File: src/rtl/core/lfpd_pkg.sv
// ----------------------------------------------------------------------------
// lfpd_pkg
// Shared widths, register indexes and configuration types of the line-follow
// PID drive.
// ----------------------------------------------------------------------------
package lfpd_pkg;

  localparam int SAMPLE_W   = 10;
  localparam int GAIN_W     = 24;
  localparam int SPEED_W    = 8;
  localparam int THRESH_W   = 10;
  localparam int SUM_W      = 32;
  localparam int FRAC_BITS  = 22;
  localparam int ACC_W      = 58;
  localparam int CMD_W      = 60;
  localparam int HD_W       = 12;
  localparam int REG_IDX_W  = 3;
  localparam int APB_ADDR_W = 5;
  localparam int APB_DATA_W = 32;

  typedef enum logic [REG_IDX_W-1:0] {
    REG_KP_GAIN,
    REG_KI_GAIN,
    REG_KD_GAIN,
    REG_BASE_SPEED,
    REG_OUTPUT_LIMIT,
    REG_DARK_THRESHOLD,
    REG_STRAIGHT_COUNT_LIMIT,
    REG_STRAIGHT_SPEED
  } reg_idx_t;

  typedef struct packed {
    logic [GAIN_W-1:0]   kp_gain;
    logic [GAIN_W-1:0]   ki_gain;
    logic [GAIN_W-1:0]   kd_gain;
    logic [SPEED_W-1:0]  base_speed;
    logic [SPEED_W-1:0]  output_limit;
    logic [THRESH_W-1:0] dark_threshold;
    logic [SPEED_W-1:0]  straight_count_limit;
    logic [SPEED_W-1:0]  straight_speed;
  } lfpd_cfg_t;

  localparam logic [GAIN_W-1:0]   KP_RESET       = 24'd15729;
  localparam logic [GAIN_W-1:0]   KI_RESET       = 24'd118;
  localparam logic [GAIN_W-1:0]   KD_RESET       = 24'd111411;
  localparam logic [SPEED_W-1:0]  BASE_RESET     = 8'd200;
  localparam logic [SPEED_W-1:0]  LIMIT_RESET    = 8'd255;
  localparam logic [THRESH_W-1:0] DARK_RESET     = 10'd80;
  localparam logic [SPEED_W-1:0]  COUNT_RESET    = 8'd20;
  localparam logic [SPEED_W-1:0]  STRAIGHT_RESET = 8'd250;

endpackage

File: src/rtl/core/lfpd_if.sv
// ----------------------------------------------------------------------------
// lfpd_if
// Sample and wheel command channels, valid/ready with the payload alongside.
// ----------------------------------------------------------------------------
interface lfpd_in_if;
  import lfpd_pkg::*;

  logic                valid;
  logic                ready;
  logic [SAMPLE_W-1:0] left_sample;
  logic [SAMPLE_W-1:0] right_sample;

  modport source (output valid, output left_sample, output right_sample, input ready);
  modport sink   (input valid, input left_sample, input right_sample, output ready);
endinterface

interface lfpd_out_if;
  import lfpd_pkg::*;

  logic                   valid;
  logic                   ready;
  logic                   left_reverse;
  logic [SPEED_W-1:0]     left_duty;
  logic                   right_reverse;
  logic [SPEED_W-1:0]     right_duty;
  logic                   straight_override;
  logic signed [HD_W-1:0] heading_diff;

  modport source (output valid, output left_reverse, output left_duty,
                  output right_reverse, output right_duty,
                  output straight_override, output heading_diff, input ready);
  modport sink   (input valid, input left_reverse, input left_duty,
                  input right_reverse, input right_duty,
                  input straight_override, input heading_diff, output ready);
endinterface

File: src/rtl/core/line_follow_pid_drive.sv
// ----------------------------------------------------------------------------
// line_follow_pid_drive
// PID line follower for a differential drive: sensor error, PID sum, clamp
// with cross-coupled overflow, wheel direction and duty, dark-count override.
//
//   channel  dir  handshake              payload
//   in_ch    in   valid/ready            left_sample, right_sample
//   out_ch   out  valid/ready            reverse/duty per wheel, override, heading
//   apb      in   psel/penable/pwrite    8 registers at byte address 4*i
//
// Each item passes through the bit-serial error divider and then the bit-serial
// PID multiplier before its result reaches the output register.
// The next sample is taken once the previous result is in the output register.
// A stalled output holds its result; the core waits in its last step.
// Synchronous active-low reset clears the controller state and the registers.
// ----------------------------------------------------------------------------
module line_follow_pid_drive #(
  parameter int SENSOR_SPAN = 775
) (
  input  logic                             clk,
  input  logic                             rst_n,
  lfpd_in_if.sink                          in_ch,
  lfpd_out_if.source                       out_ch,
  input  logic                             psel,
  input  logic                             penable,
  input  logic                             pwrite,
  input  logic [lfpd_pkg::APB_ADDR_W-1:0]  paddr,
  input  logic [lfpd_pkg::APB_DATA_W-1:0]  pwdata,
  output logic [lfpd_pkg::APB_DATA_W-1:0]  prdata,
  output logic                             pready
);
  import lfpd_pkg::*;

  localparam int SPAN_EFF = (SENSOR_SPAN > 0) ? SENSOR_SPAN : 1;
  localparam int NUM_MAX  = 1023 * 255 * 64;
  localparam int DVD_MAX  = 2 * NUM_MAX + SPAN_EFF;
  localparam int DVD_W    = $clog2(DVD_MAX + 1);
  localparam int QMAX     = DVD_MAX / (2 * SPAN_EFF);
  localparam int ERR_W    = $clog2(QMAX + 1) + 1;

  typedef enum logic [3:0] {
    ST_IDLE, ST_PREP, ST_DIV, ST_SUM, ST_MAC, ST_CLAMP, ST_CROSS, ST_CMD, ST_OUT
  } state_t;

  typedef struct packed {
    logic               rev;
    logic [SPEED_W-1:0] duty;
  } wheel_t;

  function automatic wheel_t to_wheel(input logic signed [CMD_W-1:0] v);
    wheel_t                       w;
    logic [CMD_W-1:0]             mag;
    logic [CMD_W-FRAC_BITS-1:0]   whole;
    w.rev = v[CMD_W-1];
    mag   = v[CMD_W-1] ? (~v + 1'b1) : v;
    whole = mag[CMD_W-1:FRAC_BITS];
    w.duty = (|whole[CMD_W-FRAC_BITS-1:SPEED_W]) ? {SPEED_W{1'b1}} : whole[SPEED_W-1:0];
    return w;
  endfunction

  lfpd_cfg_t cfg;

  lfpd_cfg u_cfg (
    .clk     (clk),
    .rst_n   (rst_n),
    .psel    (psel),
    .penable (penable),
    .pwrite  (pwrite),
    .reg_idx (paddr[APB_ADDR_W-1:2]),
    .pwdata  (pwdata),
    .prdata  (prdata),
    .pready  (pready),
    .cfg     (cfg)
  );

  state_t                  state_r;
  logic [SAMPLE_W-1:0]     left_r;
  logic [SAMPLE_W-1:0]     right_r;
  logic                    neg_r;
  logic signed [ERR_W-1:0] err_r;
  logic signed [ERR_W:0]   diff_r;
  logic signed [ERR_W-1:0] prev_err_r;
  logic signed [SUM_W-1:0] sum_r;
  logic                    ie_r;
  logic [SPEED_W-1:0]      dark_cnt_r;
  logic signed [CMD_W-1:0] wl_r;
  logic signed [CMD_W-1:0] wr_r;
  logic signed [CMD_W-1:0] cl_r;
  logic signed [CMD_W-1:0] cr_r;
  logic signed [CMD_W-1:0] nl_r;
  logic signed [CMD_W-1:0] nr_r;
  logic signed [HD_W-1:0]  hd_r;
  logic                    out_valid_r;
  logic                    out_lrev_r;
  logic [SPEED_W-1:0]      out_ldut_r;
  logic                    out_rrev_r;
  logic [SPEED_W-1:0]      out_rdut_r;
  logic                    out_ovr_r;
  logic signed [HD_W-1:0]  out_hd_r;

  // error numerator magnitude and rounding dividend
  logic signed [SAMPLE_W:0]  diff_lr;
  logic [SAMPLE_W:0]         absd_w;
  logic [SAMPLE_W-1:0]       absd;
  logic [SAMPLE_W+7:0]       prod255;
  logic [DVD_W-1:0]          dvd_nxt;
  logic                      div_start;
  logic                      div_done;
  logic [DVD_W-1:0]          quo;

  assign diff_lr   = signed'({1'b0, right_r}) - signed'({1'b0, left_r});
  assign absd_w    = diff_lr[SAMPLE_W] ? (~diff_lr + 1'b1) : diff_lr;
  assign absd      = absd_w[SAMPLE_W-1:0];
  assign prod255   = {absd, 8'd0} - {8'd0, absd};
  assign dvd_nxt   = DVD_W'({prod255, 7'd0}) + DVD_W'(SPAN_EFF);
  assign div_start = (state_r == ST_PREP);

  lfpd_div #(
    .DVD_W   (DVD_W),
    .DIVISOR (2 * SPAN_EFF)
  ) u_div (
    .clk      (clk),
    .rst_n    (rst_n),
    .start    (div_start),
    .dividend (dvd_nxt),
    .done     (div_done),
    .quotient (quo)
  );

  // signed error, change of error and saturating integral
  logic signed [ERR_W-1:0] q_pos;
  logic signed [ERR_W-1:0] err_nxt;
  logic signed [ERR_W:0]   diff_nxt;
  logic signed [SUM_W:0]   sum_add;
  logic signed [SUM_W-1:0] sum_nxt;

  assign q_pos    = {1'b0, quo[ERR_W-2:0]};
  assign err_nxt  = neg_r ? -q_pos : q_pos;
  assign diff_nxt = {err_nxt[ERR_W-1], err_nxt} - {prev_err_r[ERR_W-1], prev_err_r};
  assign sum_add  = {sum_r[SUM_W-1], sum_r}
                  + {{(SUM_W + 1 - ERR_W){err_nxt[ERR_W-1]}}, err_nxt};

  always_comb begin
    sum_nxt = sum_add[SUM_W-1:0];
    if (sum_add[SUM_W] != sum_add[SUM_W-1]) begin
      sum_nxt = sum_add[SUM_W] ? {1'b1, {(SUM_W-1){1'b0}}} : {1'b0, {(SUM_W-1){1'b1}}};
    end
  end

  logic                    mac_start;
  logic                    mac_done;
  logic signed [ACC_W-1:0] mac_acc;

  assign mac_start = (state_r == ST_SUM);

  lfpd_mac #(
    .ERR_W (ERR_W)
  ) u_mac (
    .clk     (clk),
    .rst_n   (rst_n),
    .start   (mac_start),
    .kp_gain (cfg.kp_gain),
    .ki_gain (cfg.ki_gain),
    .kd_gain (cfg.kd_gain),
    .err     (err_r),
    .sum     (sum_r),
    .diff    (diff_r),
    .done    (mac_done),
    .acc     (mac_acc)
  );

  // wheel commands in Q.22
  logic signed [CMD_W-1:0] base_q;
  logic signed [CMD_W-1:0] ctrl;
  logic signed [CMD_W-1:0] lim;
  logic signed [CMD_W-1:0] nlim;
  logic signed [CMD_W-1:0] cl_nxt;
  logic signed [CMD_W-1:0] cr_nxt;
  logic                    ie_nxt;
  logic signed [CMD_W-1:0] hdiff;
  logic [CMD_W-1:0]        hmag_w;
  logic [CMD_W-FRAC_BITS-1:0] hmag;
  logic signed [HD_W-1:0]  hd_nxt;

  assign base_q = signed'({{(CMD_W - SPEED_W - FRAC_BITS){1'b0}}, cfg.base_speed,
                           {FRAC_BITS{1'b0}}});
  assign ctrl   = {{(CMD_W - ACC_W){mac_acc[ACC_W-1]}}, mac_acc};
  assign lim    = signed'({{(CMD_W - SPEED_W - FRAC_BITS){1'b0}}, cfg.output_limit,
                           {FRAC_BITS{1'b0}}});
  assign nlim   = -lim;
  assign cl_nxt = (wl_r < nlim) ? nlim : ((wl_r > lim) ? lim : wl_r);
  assign cr_nxt = (wr_r < nlim) ? nlim : ((wr_r > lim) ? lim : wr_r);
  assign ie_nxt = (wr_r >= nlim) && (wr_r <= lim);

  assign hdiff  = wr_r - wl_r;
  assign hmag_w = hdiff[CMD_W-1] ? (~hdiff + 1'b1) : hdiff;
  assign hmag   = hmag_w[CMD_W-1:FRAC_BITS];

  always_comb begin
    if (hdiff[CMD_W-1]) begin
      // truncate toward zero, floor at the most negative code
      if (hmag > (CMD_W - FRAC_BITS)'(2048)) hd_nxt = {1'b1, {(HD_W-1){1'b0}}};
      else hd_nxt = HD_W'(0) - signed'(hmag[HD_W-1:0]);
    end else begin
      if (hmag > (CMD_W - FRAC_BITS)'(2047)) hd_nxt = {1'b0, {(HD_W-1){1'b1}}};
      else hd_nxt = signed'(hmag[HD_W-1:0]);
    end
  end

  // dark-count override and final wheel codes
  logic               both_dark;
  logic [SPEED_W-1:0] dark_nxt;
  logic               ovr_nxt;
  logic               out_load;
  wheel_t             wl_cmd;
  wheel_t             wr_cmd;

  assign both_dark = (left_r < cfg.dark_threshold) && (right_r < cfg.dark_threshold);
  assign dark_nxt  = !both_dark ? '0 : ((&dark_cnt_r) ? dark_cnt_r : dark_cnt_r + 1'b1);
  assign ovr_nxt   = dark_nxt > cfg.straight_count_limit;
  assign out_load  = (state_r == ST_OUT) && (!out_valid_r || out_ch.ready);
  assign wl_cmd    = to_wheel(nl_r);
  assign wr_cmd    = to_wheel(nr_r);

  assign in_ch.ready              = (state_r == ST_IDLE);
  assign out_ch.valid             = out_valid_r;
  assign out_ch.left_reverse      = out_lrev_r;
  assign out_ch.left_duty         = out_ldut_r;
  assign out_ch.right_reverse     = out_rrev_r;
  assign out_ch.right_duty        = out_rdut_r;
  assign out_ch.straight_override = out_ovr_r;
  assign out_ch.heading_diff      = out_hd_r;

  always_ff @(posedge clk) begin
    if (!rst_n) begin
      state_r     <= ST_IDLE;
      prev_err_r  <= '0;
      sum_r       <= '0;
      ie_r        <= 1'b0;
      dark_cnt_r  <= '0;
      out_valid_r <= 1'b0;
    end else begin
      if (out_load) begin
        out_valid_r <= 1'b1;
      end else if (out_ch.ready) begin
        out_valid_r <= 1'b0;
      end
      unique case (state_r)
        ST_IDLE: begin
          if (in_ch.valid) begin
            left_r  <= in_ch.left_sample;
            right_r <= in_ch.right_sample;
            state_r <= ST_PREP;
          end
        end
        ST_PREP: begin
          neg_r   <= diff_lr[SAMPLE_W];
          state_r <= ST_DIV;
        end
        ST_DIV: begin
          if (div_done) state_r <= ST_SUM;
        end
        ST_SUM: begin
          err_r  <= err_nxt;
          diff_r <= diff_nxt;
          if (ie_r) sum_r <= sum_nxt;
          state_r <= ST_MAC;
        end
        ST_MAC: begin
          if (mac_done) begin
            wl_r    <= base_q + ctrl;
            wr_r    <= base_q - ctrl;
            state_r <= ST_CLAMP;
          end
        end
        ST_CLAMP: begin
          cl_r    <= cl_nxt;
          cr_r    <= cr_nxt;
          ie_r    <= ie_nxt;
          state_r <= ST_CROSS;
        end
        ST_CROSS: begin
          // pass the right-wheel overflow to the left wheel
          nl_r    <= cl_r + (wr_r - cr_r);
          hd_r    <= hd_nxt;
          state_r <= ST_CMD;
        end
        ST_CMD: begin
          nr_r    <= cr_r + (wl_r - nl_r);
          state_r <= ST_OUT;
        end
        ST_OUT: begin
          if (out_load) begin
            out_hd_r    <= hd_r;
            out_ovr_r   <= ovr_nxt;
            dark_cnt_r  <= dark_nxt;
            prev_err_r  <= err_r;
            if (ovr_nxt) begin
              out_lrev_r <= 1'b0;
              out_ldut_r <= cfg.straight_speed;
              out_rrev_r <= 1'b0;
              out_rdut_r <= cfg.straight_speed;
              sum_r      <= '0;
            end else begin
              out_lrev_r <= wl_cmd.rev;
              out_ldut_r <= wl_cmd.duty;
              out_rrev_r <= wr_cmd.rev;
              out_rdut_r <= wr_cmd.duty;
            end
            state_r <= ST_IDLE;
          end
        end
        default: state_r <= ST_IDLE;
      endcase
    end
  end

  a_div_done_in_div: assert property (@(posedge clk) disable iff (!rst_n)
    div_done |-> (state_r == ST_DIV))
    else $error("divider finished outside the divide step");

  a_mac_done_in_mac: assert property (@(posedge clk) disable iff (!rst_n)
    mac_done |-> (state_r == ST_MAC))
    else $error("multiplier finished outside the PID step");

  a_out_free_loads: assert property (@(posedge clk) disable iff (!rst_n)
    (state_r == ST_OUT && !out_valid_r) |=> (out_valid_r && state_r == ST_IDLE))
    else $error("free output register not loaded");

  a_override_straight: assert property (@(posedge clk) disable iff (!rst_n)
    (out_valid_r && out_ovr_r) |->
      (!out_lrev_r && !out_rrev_r && out_ldut_r == out_rdut_r))
    else $error("override result does not drive straight");

endmodule

File: src/rtl/core/lfpd_cfg.sv
// ----------------------------------------------------------------------------
// lfpd_cfg
// APB register file holding the gains, speeds and dark-detection settings.
// ----------------------------------------------------------------------------
module lfpd_cfg (
  input  logic                             clk,
  input  logic                             rst_n,
  input  logic                             psel,
  input  logic                             penable,
  input  logic                             pwrite,
  input  logic [lfpd_pkg::REG_IDX_W-1:0]   reg_idx,
  input  logic [lfpd_pkg::APB_DATA_W-1:0]  pwdata,
  output logic [lfpd_pkg::APB_DATA_W-1:0]  prdata,
  output logic                             pready,
  output lfpd_pkg::lfpd_cfg_t              cfg
);
  import lfpd_pkg::*;

  reg_idx_t  idx;
  logic      wr_en;
  lfpd_cfg_t cfg_r;

  assign idx    = reg_idx_t'(reg_idx);
  assign pready = 1'b1;
  assign wr_en  = psel && penable && pwrite && pready;
  assign cfg    = cfg_r;

  always_ff @(posedge clk) begin
    if (!rst_n) begin
      cfg_r.kp_gain              <= KP_RESET;
      cfg_r.ki_gain              <= KI_RESET;
      cfg_r.kd_gain              <= KD_RESET;
      cfg_r.base_speed           <= BASE_RESET;
      cfg_r.output_limit         <= LIMIT_RESET;
      cfg_r.dark_threshold       <= DARK_RESET;
      cfg_r.straight_count_limit <= COUNT_RESET;
      cfg_r.straight_speed       <= STRAIGHT_RESET;
    end else if (wr_en) begin
      unique case (idx)
        REG_KP_GAIN:              cfg_r.kp_gain <= pwdata[GAIN_W-1:0];
        REG_KI_GAIN:              cfg_r.ki_gain <= pwdata[GAIN_W-1:0];
        REG_KD_GAIN:              cfg_r.kd_gain <= pwdata[GAIN_W-1:0];
        REG_BASE_SPEED:           cfg_r.base_speed <= pwdata[SPEED_W-1:0];
        REG_OUTPUT_LIMIT:         cfg_r.output_limit <= pwdata[SPEED_W-1:0];
        REG_DARK_THRESHOLD:       cfg_r.dark_threshold <= pwdata[THRESH_W-1:0];
        REG_STRAIGHT_COUNT_LIMIT: cfg_r.straight_count_limit <= pwdata[SPEED_W-1:0];
        REG_STRAIGHT_SPEED:       cfg_r.straight_speed <= pwdata[SPEED_W-1:0];
        default: ;
      endcase
    end
  end

  always_comb begin
    prdata = '0;
    unique case (idx)
      REG_KP_GAIN:              prdata = APB_DATA_W'(cfg_r.kp_gain);
      REG_KI_GAIN:              prdata = APB_DATA_W'(cfg_r.ki_gain);
      REG_KD_GAIN:              prdata = APB_DATA_W'(cfg_r.kd_gain);
      REG_BASE_SPEED:           prdata = APB_DATA_W'(cfg_r.base_speed);
      REG_OUTPUT_LIMIT:         prdata = APB_DATA_W'(cfg_r.output_limit);
      REG_DARK_THRESHOLD:       prdata = APB_DATA_W'(cfg_r.dark_threshold);
      REG_STRAIGHT_COUNT_LIMIT: prdata = APB_DATA_W'(cfg_r.straight_count_limit);
      REG_STRAIGHT_SPEED:       prdata = APB_DATA_W'(cfg_r.straight_speed);
      default:                  prdata = '0;
    endcase
  end

endmodule

File: src/rtl/core/lfpd_div.sv
// ----------------------------------------------------------------------------
// lfpd_div
// Bit-serial restoring divider by a fixed divisor, one quotient bit a cycle.
// ----------------------------------------------------------------------------
module lfpd_div #(
  parameter int DVD_W   = 26,
  parameter int DIVISOR = 1550
) (
  input  logic             clk,
  input  logic             rst_n,
  input  logic             start,
  input  logic [DVD_W-1:0] dividend,
  output logic             done,
  output logic [DVD_W-1:0] quotient
);
  localparam int DVS_W = $clog2(DIVISOR + 1);
  localparam int CNT_W = $clog2(DVD_W + 1);

  logic [DVD_W-1:0] dvd_r;
  logic [DVS_W-1:0] rem_r;
  logic [CNT_W-1:0] cnt_r;
  logic             done_r;
  logic [DVS_W:0]   rem_sh;
  logic             ge;
  logic [DVS_W:0]   rem_sub;

  // shift the next dividend bit into the partial remainder
  assign rem_sh   = {rem_r, dvd_r[DVD_W-1]};
  assign ge       = rem_sh >= (DVS_W + 1)'(DIVISOR);
  assign rem_sub  = rem_sh - (DVS_W + 1)'(DIVISOR);
  assign done     = done_r;
  assign quotient = dvd_r;

  always_ff @(posedge clk) begin
    if (!rst_n) begin
      cnt_r  <= '0;
      done_r <= 1'b0;
    end else begin
      done_r <= 1'b0;
      if (start) begin
        cnt_r <= CNT_W'(DVD_W);
      end else if (cnt_r != '0) begin
        cnt_r  <= cnt_r - 1'b1;
        done_r <= (cnt_r == CNT_W'(1));
      end
    end
  end

  always_ff @(posedge clk) begin
    if (start) begin
      dvd_r <= dividend;
      rem_r <= '0;
    end else if (cnt_r != '0) begin
      dvd_r <= {dvd_r[DVD_W-2:0], ge};
      rem_r <= ge ? rem_sub[DVS_W-1:0] : rem_sh[DVS_W-1:0];
    end
  end

endmodule

File: src/rtl/core/lfpd_mac.sv
// ----------------------------------------------------------------------------
// lfpd_mac
// Bit-serial PID sum: kp*err + ki*sum + kd*diff, one gain bit a cycle, MSB first.
// ----------------------------------------------------------------------------
module lfpd_mac #(
  parameter int ERR_W = 16
) (
  input  logic                               clk,
  input  logic                               rst_n,
  input  logic                               start,
  input  logic [lfpd_pkg::GAIN_W-1:0]        kp_gain,
  input  logic [lfpd_pkg::GAIN_W-1:0]        ki_gain,
  input  logic [lfpd_pkg::GAIN_W-1:0]        kd_gain,
  input  logic signed [ERR_W-1:0]            err,
  input  logic signed [lfpd_pkg::SUM_W-1:0]  sum,
  input  logic signed [ERR_W:0]              diff,
  output logic                               done,
  output logic signed [lfpd_pkg::ACC_W-1:0]  acc
);
  import lfpd_pkg::*;

  localparam int CNT_W = $clog2(GAIN_W + 1);

  logic [GAIN_W-1:0]       kp_sr_r;
  logic [GAIN_W-1:0]       ki_sr_r;
  logic [GAIN_W-1:0]       kd_sr_r;
  logic [CNT_W-1:0]        cnt_r;
  logic                    done_r;
  logic signed [ACC_W-1:0] acc_r;
  logic signed [ACC_W-1:0] err_x;
  logic signed [ACC_W-1:0] sum_x;
  logic signed [ACC_W-1:0] diff_x;
  logic signed [ACC_W-1:0] pp;
  logic signed [ACC_W-1:0] acc_nxt;

  assign err_x  = {{(ACC_W - ERR_W){err[ERR_W-1]}}, err};
  assign sum_x  = {{(ACC_W - SUM_W){sum[SUM_W-1]}}, sum};
  assign diff_x = {{(ACC_W - ERR_W - 1){diff[ERR_W]}}, diff};

  always_comb begin
    pp = '0;
    if (kp_sr_r[GAIN_W-1]) pp = pp + err_x;
    if (ki_sr_r[GAIN_W-1]) pp = pp + sum_x;
    if (kd_sr_r[GAIN_W-1]) pp = pp + diff_x;
    acc_nxt = {acc_r[ACC_W-2:0], 1'b0} + pp;
  end

  assign done = done_r;
  assign acc  = acc_r;

  always_ff @(posedge clk) begin
    if (!rst_n) begin
      cnt_r  <= '0;
      done_r <= 1'b0;
    end else begin
      done_r <= 1'b0;
      if (start) begin
        cnt_r <= CNT_W'(GAIN_W);
      end else if (cnt_r != '0) begin
        cnt_r  <= cnt_r - 1'b1;
        done_r <= (cnt_r == CNT_W'(1));
      end
    end
  end

  always_ff @(posedge clk) begin
    if (start) begin
      kp_sr_r <= kp_gain;
      ki_sr_r <= ki_gain;
      kd_sr_r <= kd_gain;
      acc_r   <= '0;
    end else if (cnt_r != '0) begin
      kp_sr_r <= {kp_sr_r[GAIN_W-2:0], 1'b0};
      ki_sr_r <= {ki_sr_r[GAIN_W-2:0], 1'b0};
      kd_sr_r <= {kd_sr_r[GAIN_W-2:0], 1'b0};
      acc_r   <= acc_nxt;
    end
  end

endmodule
File: src/flat_wrapper.sv
// flat-port wrapper written by rule: the top's interface ports become plain ports
module line_follow_pid_drive_flat import lfpd_pkg::*;
#(
  parameter int SENSOR_SPAN = 775
)
  (clk, rst_n, psel, penable, pwrite, paddr, pwdata, prdata, pready, in_ch_valid, in_ch_left_sample, in_ch_right_sample, in_ch_ready, out_ch_valid, out_ch_left_reverse, out_ch_left_duty, out_ch_right_reverse, out_ch_right_duty, out_ch_straight_override, out_ch_heading_diff, out_ch_ready);
  lfpd_in_if in_ch_i ();
  lfpd_out_if out_ch_i ();
  input  logic clk;
  input  logic rst_n;
  input  logic psel;
  input  logic penable;
  input  logic pwrite;
  input  logic [lfpd_pkg::APB_ADDR_W-1:0] paddr;
  input  logic [lfpd_pkg::APB_DATA_W-1:0] pwdata;
  output logic [lfpd_pkg::APB_DATA_W-1:0] prdata;
  output logic pready;
  input wire logic [$bits(in_ch_i.valid)-1:0] in_ch_valid;
  input wire logic [$bits(in_ch_i.left_sample)-1:0] in_ch_left_sample;
  input wire logic [$bits(in_ch_i.right_sample)-1:0] in_ch_right_sample;
  output wire logic [$bits(in_ch_i.ready)-1:0] in_ch_ready;
  output wire logic [$bits(out_ch_i.valid)-1:0] out_ch_valid;
  output wire logic [$bits(out_ch_i.left_reverse)-1:0] out_ch_left_reverse;
  output wire logic [$bits(out_ch_i.left_duty)-1:0] out_ch_left_duty;
  output wire logic [$bits(out_ch_i.right_reverse)-1:0] out_ch_right_reverse;
  output wire logic [$bits(out_ch_i.right_duty)-1:0] out_ch_right_duty;
  output wire logic [$bits(out_ch_i.straight_override)-1:0] out_ch_straight_override;
  output wire logic [$bits(out_ch_i.heading_diff)-1:0] out_ch_heading_diff;
  input wire logic [$bits(out_ch_i.ready)-1:0] out_ch_ready;
  assign in_ch_i.valid = in_ch_valid;
  assign in_ch_i.left_sample = in_ch_left_sample;
  assign in_ch_i.right_sample = in_ch_right_sample;
  assign in_ch_ready = in_ch_i.ready;
  assign out_ch_valid = out_ch_i.valid;
  assign out_ch_left_reverse = out_ch_i.left_reverse;
  assign out_ch_left_duty = out_ch_i.left_duty;
  assign out_ch_right_reverse = out_ch_i.right_reverse;
  assign out_ch_right_duty = out_ch_i.right_duty;
  assign out_ch_straight_override = out_ch_i.straight_override;
  assign out_ch_heading_diff = out_ch_i.heading_diff;
  assign out_ch_i.ready = out_ch_ready;
  line_follow_pid_drive #(.SENSOR_SPAN(SENSOR_SPAN)) u_core (.clk(clk), .rst_n(rst_n), .in_ch(in_ch_i), .out_ch(out_ch_i), .psel(psel), .penable(penable), .pwrite(pwrite), .paddr(paddr), .pwdata(pwdata), .prdata(prdata), .pready(pready));
endmodule
File: config.mk
export PLATFORM = sky130hd
export DESIGN_NAME = line_follow_pid_drive_flat
export DESIGN_NICKNAME = d
export VERILOG_FILES = /design/src/rtl/core/lfpd_pkg.sv /design/src/rtl/core/lfpd_if.sv /design/src/rtl/core/line_follow_pid_drive.sv /design/src/rtl/core/lfpd_cfg.sv /design/src/rtl/core/lfpd_div.sv /design/src/rtl/core/lfpd_mac.sv /design/src/flat_wrapper.sv
export SDC_FILE = /design/constraint.sdc
export NUM_CORES = 2
export LEC_CHECK = 0
export ABC_AREA = 1
export BUFFER_PORTS_ARGS = -buffer_cell sky130_fd_sc_hd__buf_2
export CORE_MARGIN = 1
export CORE_UTILIZATION = 45
export DETAILED_ROUTE_END_ITERATION = 6
export GPL_TIMING_DRIVEN = 0
export PLACE_DENSITY = 0.6
export SLEW_MARGIN = 15
export SYNTH_ARGS = -nofsm -noshare
export SYNTH_HDL_FRONTEND = slang
export SYNTH_SLANG_ARGS = --single-unit
File: constraint.sdc
create_clock -name clk -period 8 [get_ports clk]
set_input_delay 0.8 -clock clk [delete_from_list [all_inputs] [get_ports clk]]
set_output_delay 0.8 -clock clk [all_outputs]
set_load 0.01 [all_outputs]
After elaboration in Yosys (flattened, before gate mapping):

Index checks and enable logic that the tools add are counted.
Widths: inputs -> output; s select.

* flip-flop bits (word level): 811
* bits in latches: 0
* bits in writable memories: 0
* bits in read-only memories: 0
* input bits: 64
* output and inout port bits: 66
* word-level logic and storage cells: 202
* memories: 0

* add/subtract/negate cells: 26
* $mul: 0
* divide/modulo/power cells: 0
* $lt $le $gt $ge: 12
* eq/ne operators: 24
* shift operators: 0
* muxes and demuxes: 48
* bitwise operators: 7
* reduce and logical (&&, ||, !) cells: 41

Operators by type and width (count)
* $mux 60: 7
* $pmux 32 s8: 1
* $add 60x1->60 const B: 3
* $not 60->60: 3
* $sub 60x60->60: 3
* $mux 58: 3
* $mux 32: 5
* $mux 24: 6
* $add 60x60->60: 2
* $gt 60x31->1: 2
* $lt 60x60->1: 2
* $pmux 32 s2: 1
* $ge 60x60->1: 1
* $le 60x31->1: 1
* $neg 30->60: 1
* $reduce_or 30->1: 2
* $add 31x58->59: 1
* $sub 31x58->59: 1
* $add 58x17->58: 1
* $add 58x32->58: 1
* $add 58x58->58: 1
* $mux 25: 2
* $mux 8: 6
* $gt 38x11->1 const B: 1
* 49 further kinds: 101

Depth between registers and ports, before layout:

* depth in word-level cells: 7
* depth in mapped cells: 57
* mapped depth without buffers: 55

By module:

A second synthesis with hierarchy kept.

* cell total of the unflattened synthesis: 10173
* area, all modules: 71314.6 µm²

Modules (own cells, without submodules)
* line_follow_pid_drive: instances 1, cells each 6504, area each 47738.3 µm², seq. area each 14874.3 µm²
* lfpd_mac: instances 1, cells each 2673, area each 16360.7 µm², seq. area each 3443.3 µm²
* lfpd_cfg: instances 1, cells each 737, area each 5094.9 µm², seq. area each 2282.2 µm²
* lfpd_div: instances 1, cells each 259, area each 2120.8 µm², seq. area each 1091.0 µm²

Worst setup path after synthesis:

No wires, ideal clock.

* kind: input to register
* start: input port rst_n
* end: register u_core.cl_r[0], enable pin
* setup time: 0.600 ns
* data arrival time: 6.138 ns
* data required time: 7.400 ns
* setup slack: 1.261 ns
* stages on the path: 3
* path buffers: 1
* path through: clkbuf_1 nand2_1 nor2_1

* cells in the longest elaborated chain, start to end: 1

RTL lines
* from (decl): line flat_wrapper.sv:10 `input logic rst_n;`
* $reduce_and 2->1 (no line)
* to (signal assigned): line line_follow_pid_drive.sv:277 `cl_r <= cl_nxt;`
* to (decl): line line_follow_pid_drive.sv:88 `logic signed [CMD_W-1:0] cl_r;`

Every way passes these cells.
A chain may end at the register's enable or synchronous reset.

Worst setup path after layout:

* start: register u_core.u_mac.kp_sr_r[23]
* end: register u_core.u_mac.acc_r[53] (netlist: u_core.u_mac.acc[53])

* cells in the longest elaborated chain, start to end: 6

RTL lines
* from (decl): line lfpd_mac.sv:24 `logic [GAIN_W-1:0] kp_sr_r;`
* from (signal assigned): line lfpd_mac.sv:68 `kp_sr_r <= kp_gain;`
* from (signal assigned): line lfpd_mac.sv:73 `kp_sr_r <= {kp_sr_r[GAIN_W-2:0], 1'b0};`
* $mux 58 *: line lfpd_mac.sv:42 `if (kp_sr_r[GAIN_W-1]) pp = pp + err_x;`
* $add 58x32->58: line lfpd_mac.sv:43 `if (ki_sr_r[GAIN_W-1]) pp = pp + sum_x;`
* $mux 58 *: line lfpd_mac.sv:43
* $add 58x17->58: line lfpd_mac.sv:44 `if (kd_sr_r[GAIN_W-1]) pp = pp + diff_x;`
* $mux 58 *: line lfpd_mac.sv:44
* $add 58x58->58 *: line lfpd_mac.sv:45 `acc_nxt = {acc_r[ACC_W-2:0], 1'b0} + pp;`
* to (signal assigned): line lfpd_mac.sv:76 `acc_r <= acc_nxt;`
* to (decl): line lfpd_mac.sv:29 `logic signed [ACC_W-1:0] acc_r;`

Every way passes the cells marked *; elsewhere a longest branch is shown, timed or not.

==> results.rst <==
.. list-table::
   :header-rows: 1

   * - Metric
     - Value
   * - Status
     - finished, final reports clean
   * - CP startpoint
     - u_core.u_mac.kp_sr_r[23]$_DFFE_PP_
   * - Logic depth of the worst register-to-register path
     - 48
   * - Top FF cell, synth
     - edfxtp_1
   * - Post-Synthesis Cell Area
     - 68400 um^2
   * - Final hold vios
     - 0
   * - Growth of design area from synthesis to finish
     - 11.8%
   * - Endpoint, Worst Hold
     - u_core.left_r[0]$_DFFE_PP_
   * - R2R setup slack
     - 410 ps
   * - Combined area of the multi-input logic cells
     - 40300 um^2
   * - Most heavily used metal layer in global routing
     - met2
   * - Required time of the critical path
     - 8660 ps
   * - Number of nets at the end of the flow
     - 10500
   * - Post-synthesis instance total
     - 9472
   * - Clock-pin transition on the worst setup and hold timing paths
     - 60 ps
   * - Number of global-route vias before repair
     - 60900
   * - CP Buf/Inv Count
     - 9
   * - CP max FO
     - 4
   * - Post-placement cell area
     - 72000 um^2
   * - Final critical-path share of the clock period
     - 94.9%
   * - Layout cells sized above 1
     - 6.50%
   * - Largest buffer count on any clock path
     - 3
   * - Final WS setup
     - 411 ps
   * - Die width
     - 392 um
   * - Area of the die
     - 153000 um^2
   * - Classification of the worst-slack hold path
     - in2reg
   * - Port-buffer cells
     - 108
   * - Num CTS Buffers
     - 95
   * - Wire per inst
     - 21.6 um
   * - Sequential area share after synthesis
     - 31.7%
   * - Number of clock sinks seen by CTS
     - 808
   * - Top library cells by usage in the layout, fill and taps aside
     - nand2_1 (1995), inv_1 (1723), nor2_1 (886)
   * - Post-Route Utilization
     - 50.9%
   * - Wire length of the first global-routing pass
     - 375000 um
   * - Core ar.
     - 150000 um^2
   * - Cell type group with the largest total delay on the critical path
     - compound AO/OA/AOI/OAI gates
   * - Number of placed instances, taps included
     - 11600
   * - Height of the die
     - 392 um
   * - Launch instance of the worst register-to-register path
     - u_core.u_mac.kp_sr_r[23]$_DFFE_PP_
   * - Layout Cells excl Fill
     - 11900
   * - Global routing usage summed across all routing layers
     - 32.6%
   * - Number of detailed-route iterations in the first pass
     - 7
   * - Tightest Pin Transition
     - 1120 ps
   * - M1 GR Usage
     - 41.7%
   * - Data arrival at the endpoint of the critical path
     - 8250 ps
   * - Post-DR vias/cell
     - 5.46
   * - Number of placed I/O pins
     - 130
   * - Cell area power density
     - 305 nW/um^2
   * - Fillers
     - 15300
   * - Number of max-slew violations in the final report
     - 0
   * - Worst slack, placed
     - -1250 ps
   * - Maximum number of pins on one net before global-route repair
     - 41
   * - Most frequent standard cell in the layout excluding fill and tap cells
     - nand2_1
   * - Fraction of synthesized cell area taken by the top area cell type
     - 24.2%
   * - Worst-skew pair later-pin latency
     - 770 ps
   * - Clock tree from TritonCTS
     - yes
   * - H-tree level count
     - 3
   * - Aggregate routed wire length
     - 255000 um
   * - Startpoint Class
     - flip-flop
   * - Initial detailed-routing violation count
     - 5706
   * - Peak clock frequency supported by timing
     - 132 MHz
   * - Antenna violations before repair
     - 13
   * - Most prevalent standard cell on the critical path
     - nand2_1
   * - Distinct cell type count after synthesis
     - 69
   * - Path type of the worst setup path
     - reg2reg
   * - Storage cell area
     - 21700 um^2
   * - Synthesized area per cell
     - 7.22 um^2
   * - Min-Delay Startpoint
     - in_ch_left_sample[0]
   * - Detail Route Antenna Nets
     - 0
   * - Remaining Overflow, GRT
     - 0
   * - Critical path's slowest cell
     - edfxtp_1
   * - Number of synthesized flops with an enable pin
     - 551
   * - Worst Hold Slack
     - 208 ps
   * - Register bit total from synthesis
     - 808
   * - Leak
     - 0.0359 uW
   * - Met2 layer usage reported by global route
     - 53.9%
   * - Max capacitance violation total
     - 0
   * - Clk_skew
     - 59.5 ps
   * - Biggest area contributors in the synthesized netlist
     - edfxtp_1 (24%), nand2_1 (11%), ha_1 (9.7%)
   * - GR met3 Demand/Resource
     - 4.29%
   * - Time the final worst path needs with I/O delays and setup
     - 7590 ps
   * - Capture instance of the worst register-to-register path
     - u_core.u_mac.acc[53]$_SDFFE_PP0P_
   * - Relative slew margins
     - 25.4%
   * - Final setup violation count
     - 0
   * - Cell taking the most area after synthesis
     - edfxtp_1
   * - Final instance area
     - 76500 um^2
   * - Last weighted congestion value of the routability-driven placer
     - 1.02
   * - Share of synthesized flip-flops with an asynchronous set or reset
     - 0%
   * - Warnings, synthesis
     - 0
   * - Crit end category
     - flip-flop
   * - IR Drop Worst-Case VDD
     - 0.000241 V
   * - Std-Cell Rows
     - 142
   * - Clock Tree Root
     - clkbuf_16
   * - Peak per-stage delay on the critical path
     - 540 ps
   * - Initial standard-cell utilization of the core
     - 45.5%
   * - Hpwl dp
     - 215000 um
   * - Vias
     - 64700
   * - Post-cts hold buffer count
     - 0
   * - DRC
     - 0
   * - WHS Path Cells
     - 1
## worst max path at each step
stage,to,cells past startpoint
2_1_floorplan,u_core.cl_r[0]$_SDFFCE_PP0P_,3
3_3_place_gp,u_core.nl_r[55]$_DFFE_PP_,4
3_5_place_dp,u_core.u_mac.acc[57]$_SDFFE_PP0P_,48
4_1_cts,u_core.u_mac.acc[53]$_SDFFE_PP0P_,50
5_1_grt,u_core.u_mac.acc[52]$_SDFFE_PP0P_,51
6_report,u_core.u_mac.acc[53]$_SDFFE_PP0P_,48
## through the flow
step | TNS (ps) | total power (uW)
floorplan | 0 | 13800
global placement | -679870 | 17600
detailed placement | -20440 | 17600
CTS | 0 | 22600
global route | -405 | 24800
finish | 0 | 23300
## worst register-to-register path, delay by kind of cell (launching register included)
kind | cells | cell delay (ps)
AND/OR/NAND/NOR | 19 | 1990
buffers and inverters | 9 | 930
AO/OA/AOI/OAI | 17 | 3040
adder cells (fa/ha/maj) | 3 | 980
flip-flops | 1 | 540
## kinds of logic (layout without fill, tap and decap cells)
logic type | after synthesis | count (layout) | synth area share, %
and+or+nand+nor | 3767 | 3767 | 23.1
AOI/OAI and AO/OA | 1859 | 1859 | 15.2
adders and majority gates | 653 | 653 | 13.3
xor gates and xnor gates | 466 | 466 | 5.99
buffers and inverters | 1917 | 2267 | 10.7
DFF | 808 | 808 | 31.7
other | 2 | 15 | 0.0110
## report_power, final
part	total [uW]	switching (uW)	internal, uW
Combinational	12800	8530	4300
Clock	4570	1950	2610
Sequential	5920	569	5350
Total	23300	11100	12300
## per-layer routing
metal | share of wire, % | routed length [um] | up-vias
met1 | 42 | 107000 | 30300
li1 | - | - | 31700
met5 | 0.030 | 76 | -
met4 | 5.7 | 14500 | 12
met3 | 6.3 | 16200 | 445
met2 | 46 | 118000 | 2180
## cells in the mapped netlist (all sizes together) (21+ instances only)
master	n
clkbuf	148
xor2	330
buf	26
dfxtp	257
inv	1735
ha	528
nor2	939
a31oi	111
nor4	64
edfxtp	551
o221ai	27
o211ai	66
nand3	414
fa	125
a21boi	32
or2	24
nand2	2043
a211oi	21
xnor2	136
a221oi	26
nand3b	27
o22ai	21
o21a	33
o21ai	652
a21o	28
nand4	115
o21bai	29
nor3	116
a21oi	765
## state kept, by name, indices dropped and copies added (netlist names), 10 cells and up
| name | count |
|---|---|
| u_core.nl_r | 60 |
| u_core.err_r | 16 |
| u_core.prev_err_r | 16 |
| u_core.sum_r | 32 |
| u_core.diff_r | 17 |
| u_core.nr_r | 60 |
| u_core.wl_r | 58 |
| u_core.right_r | 10 |
| u_core.cr_r | 60 |
| u_core.u_div.rem_r | 11 |
| u_core.u_mac.kp_sr_r | 24 |
| u_core.out_ch.heading_diff | 12 |
| u_core.u_mac.ki_sr_r | 24 |
| u_core.wr_r | 59 |
| u_core.u_cfg.cfg | 114 |
| u_core.u_mac.acc | 58 |
| u_core.u_mac.kd_sr_r | 24 |
| u_core.hd_r | 12 |
| u_core.left_r | 10 |
| u_core.cl_r | 60 |
| u_core.u_div.quotient | 25 |
## layout make-up
type	instances	share of cell area [%]
multi-input cells	6754	52.7
flip-flops and latches	808	28.4
inverters	1743	8.56
clock buffers	120	3.37
well taps	2016	3.30
repair buffers	171	1.75
plain buffers	173	0.998
clock inverters	59	0.923
diodes	6	0.0196
repair inverters	1	0.00982
## repair_timing
action                     in CTS  in global routing
gates cloned                    0                  2
resized for setup             108                123
setup endpoints to repair      30                 28
pin swaps                      19                 39
setup buffers                   8                 26
(Power assumes the default switching activity.)
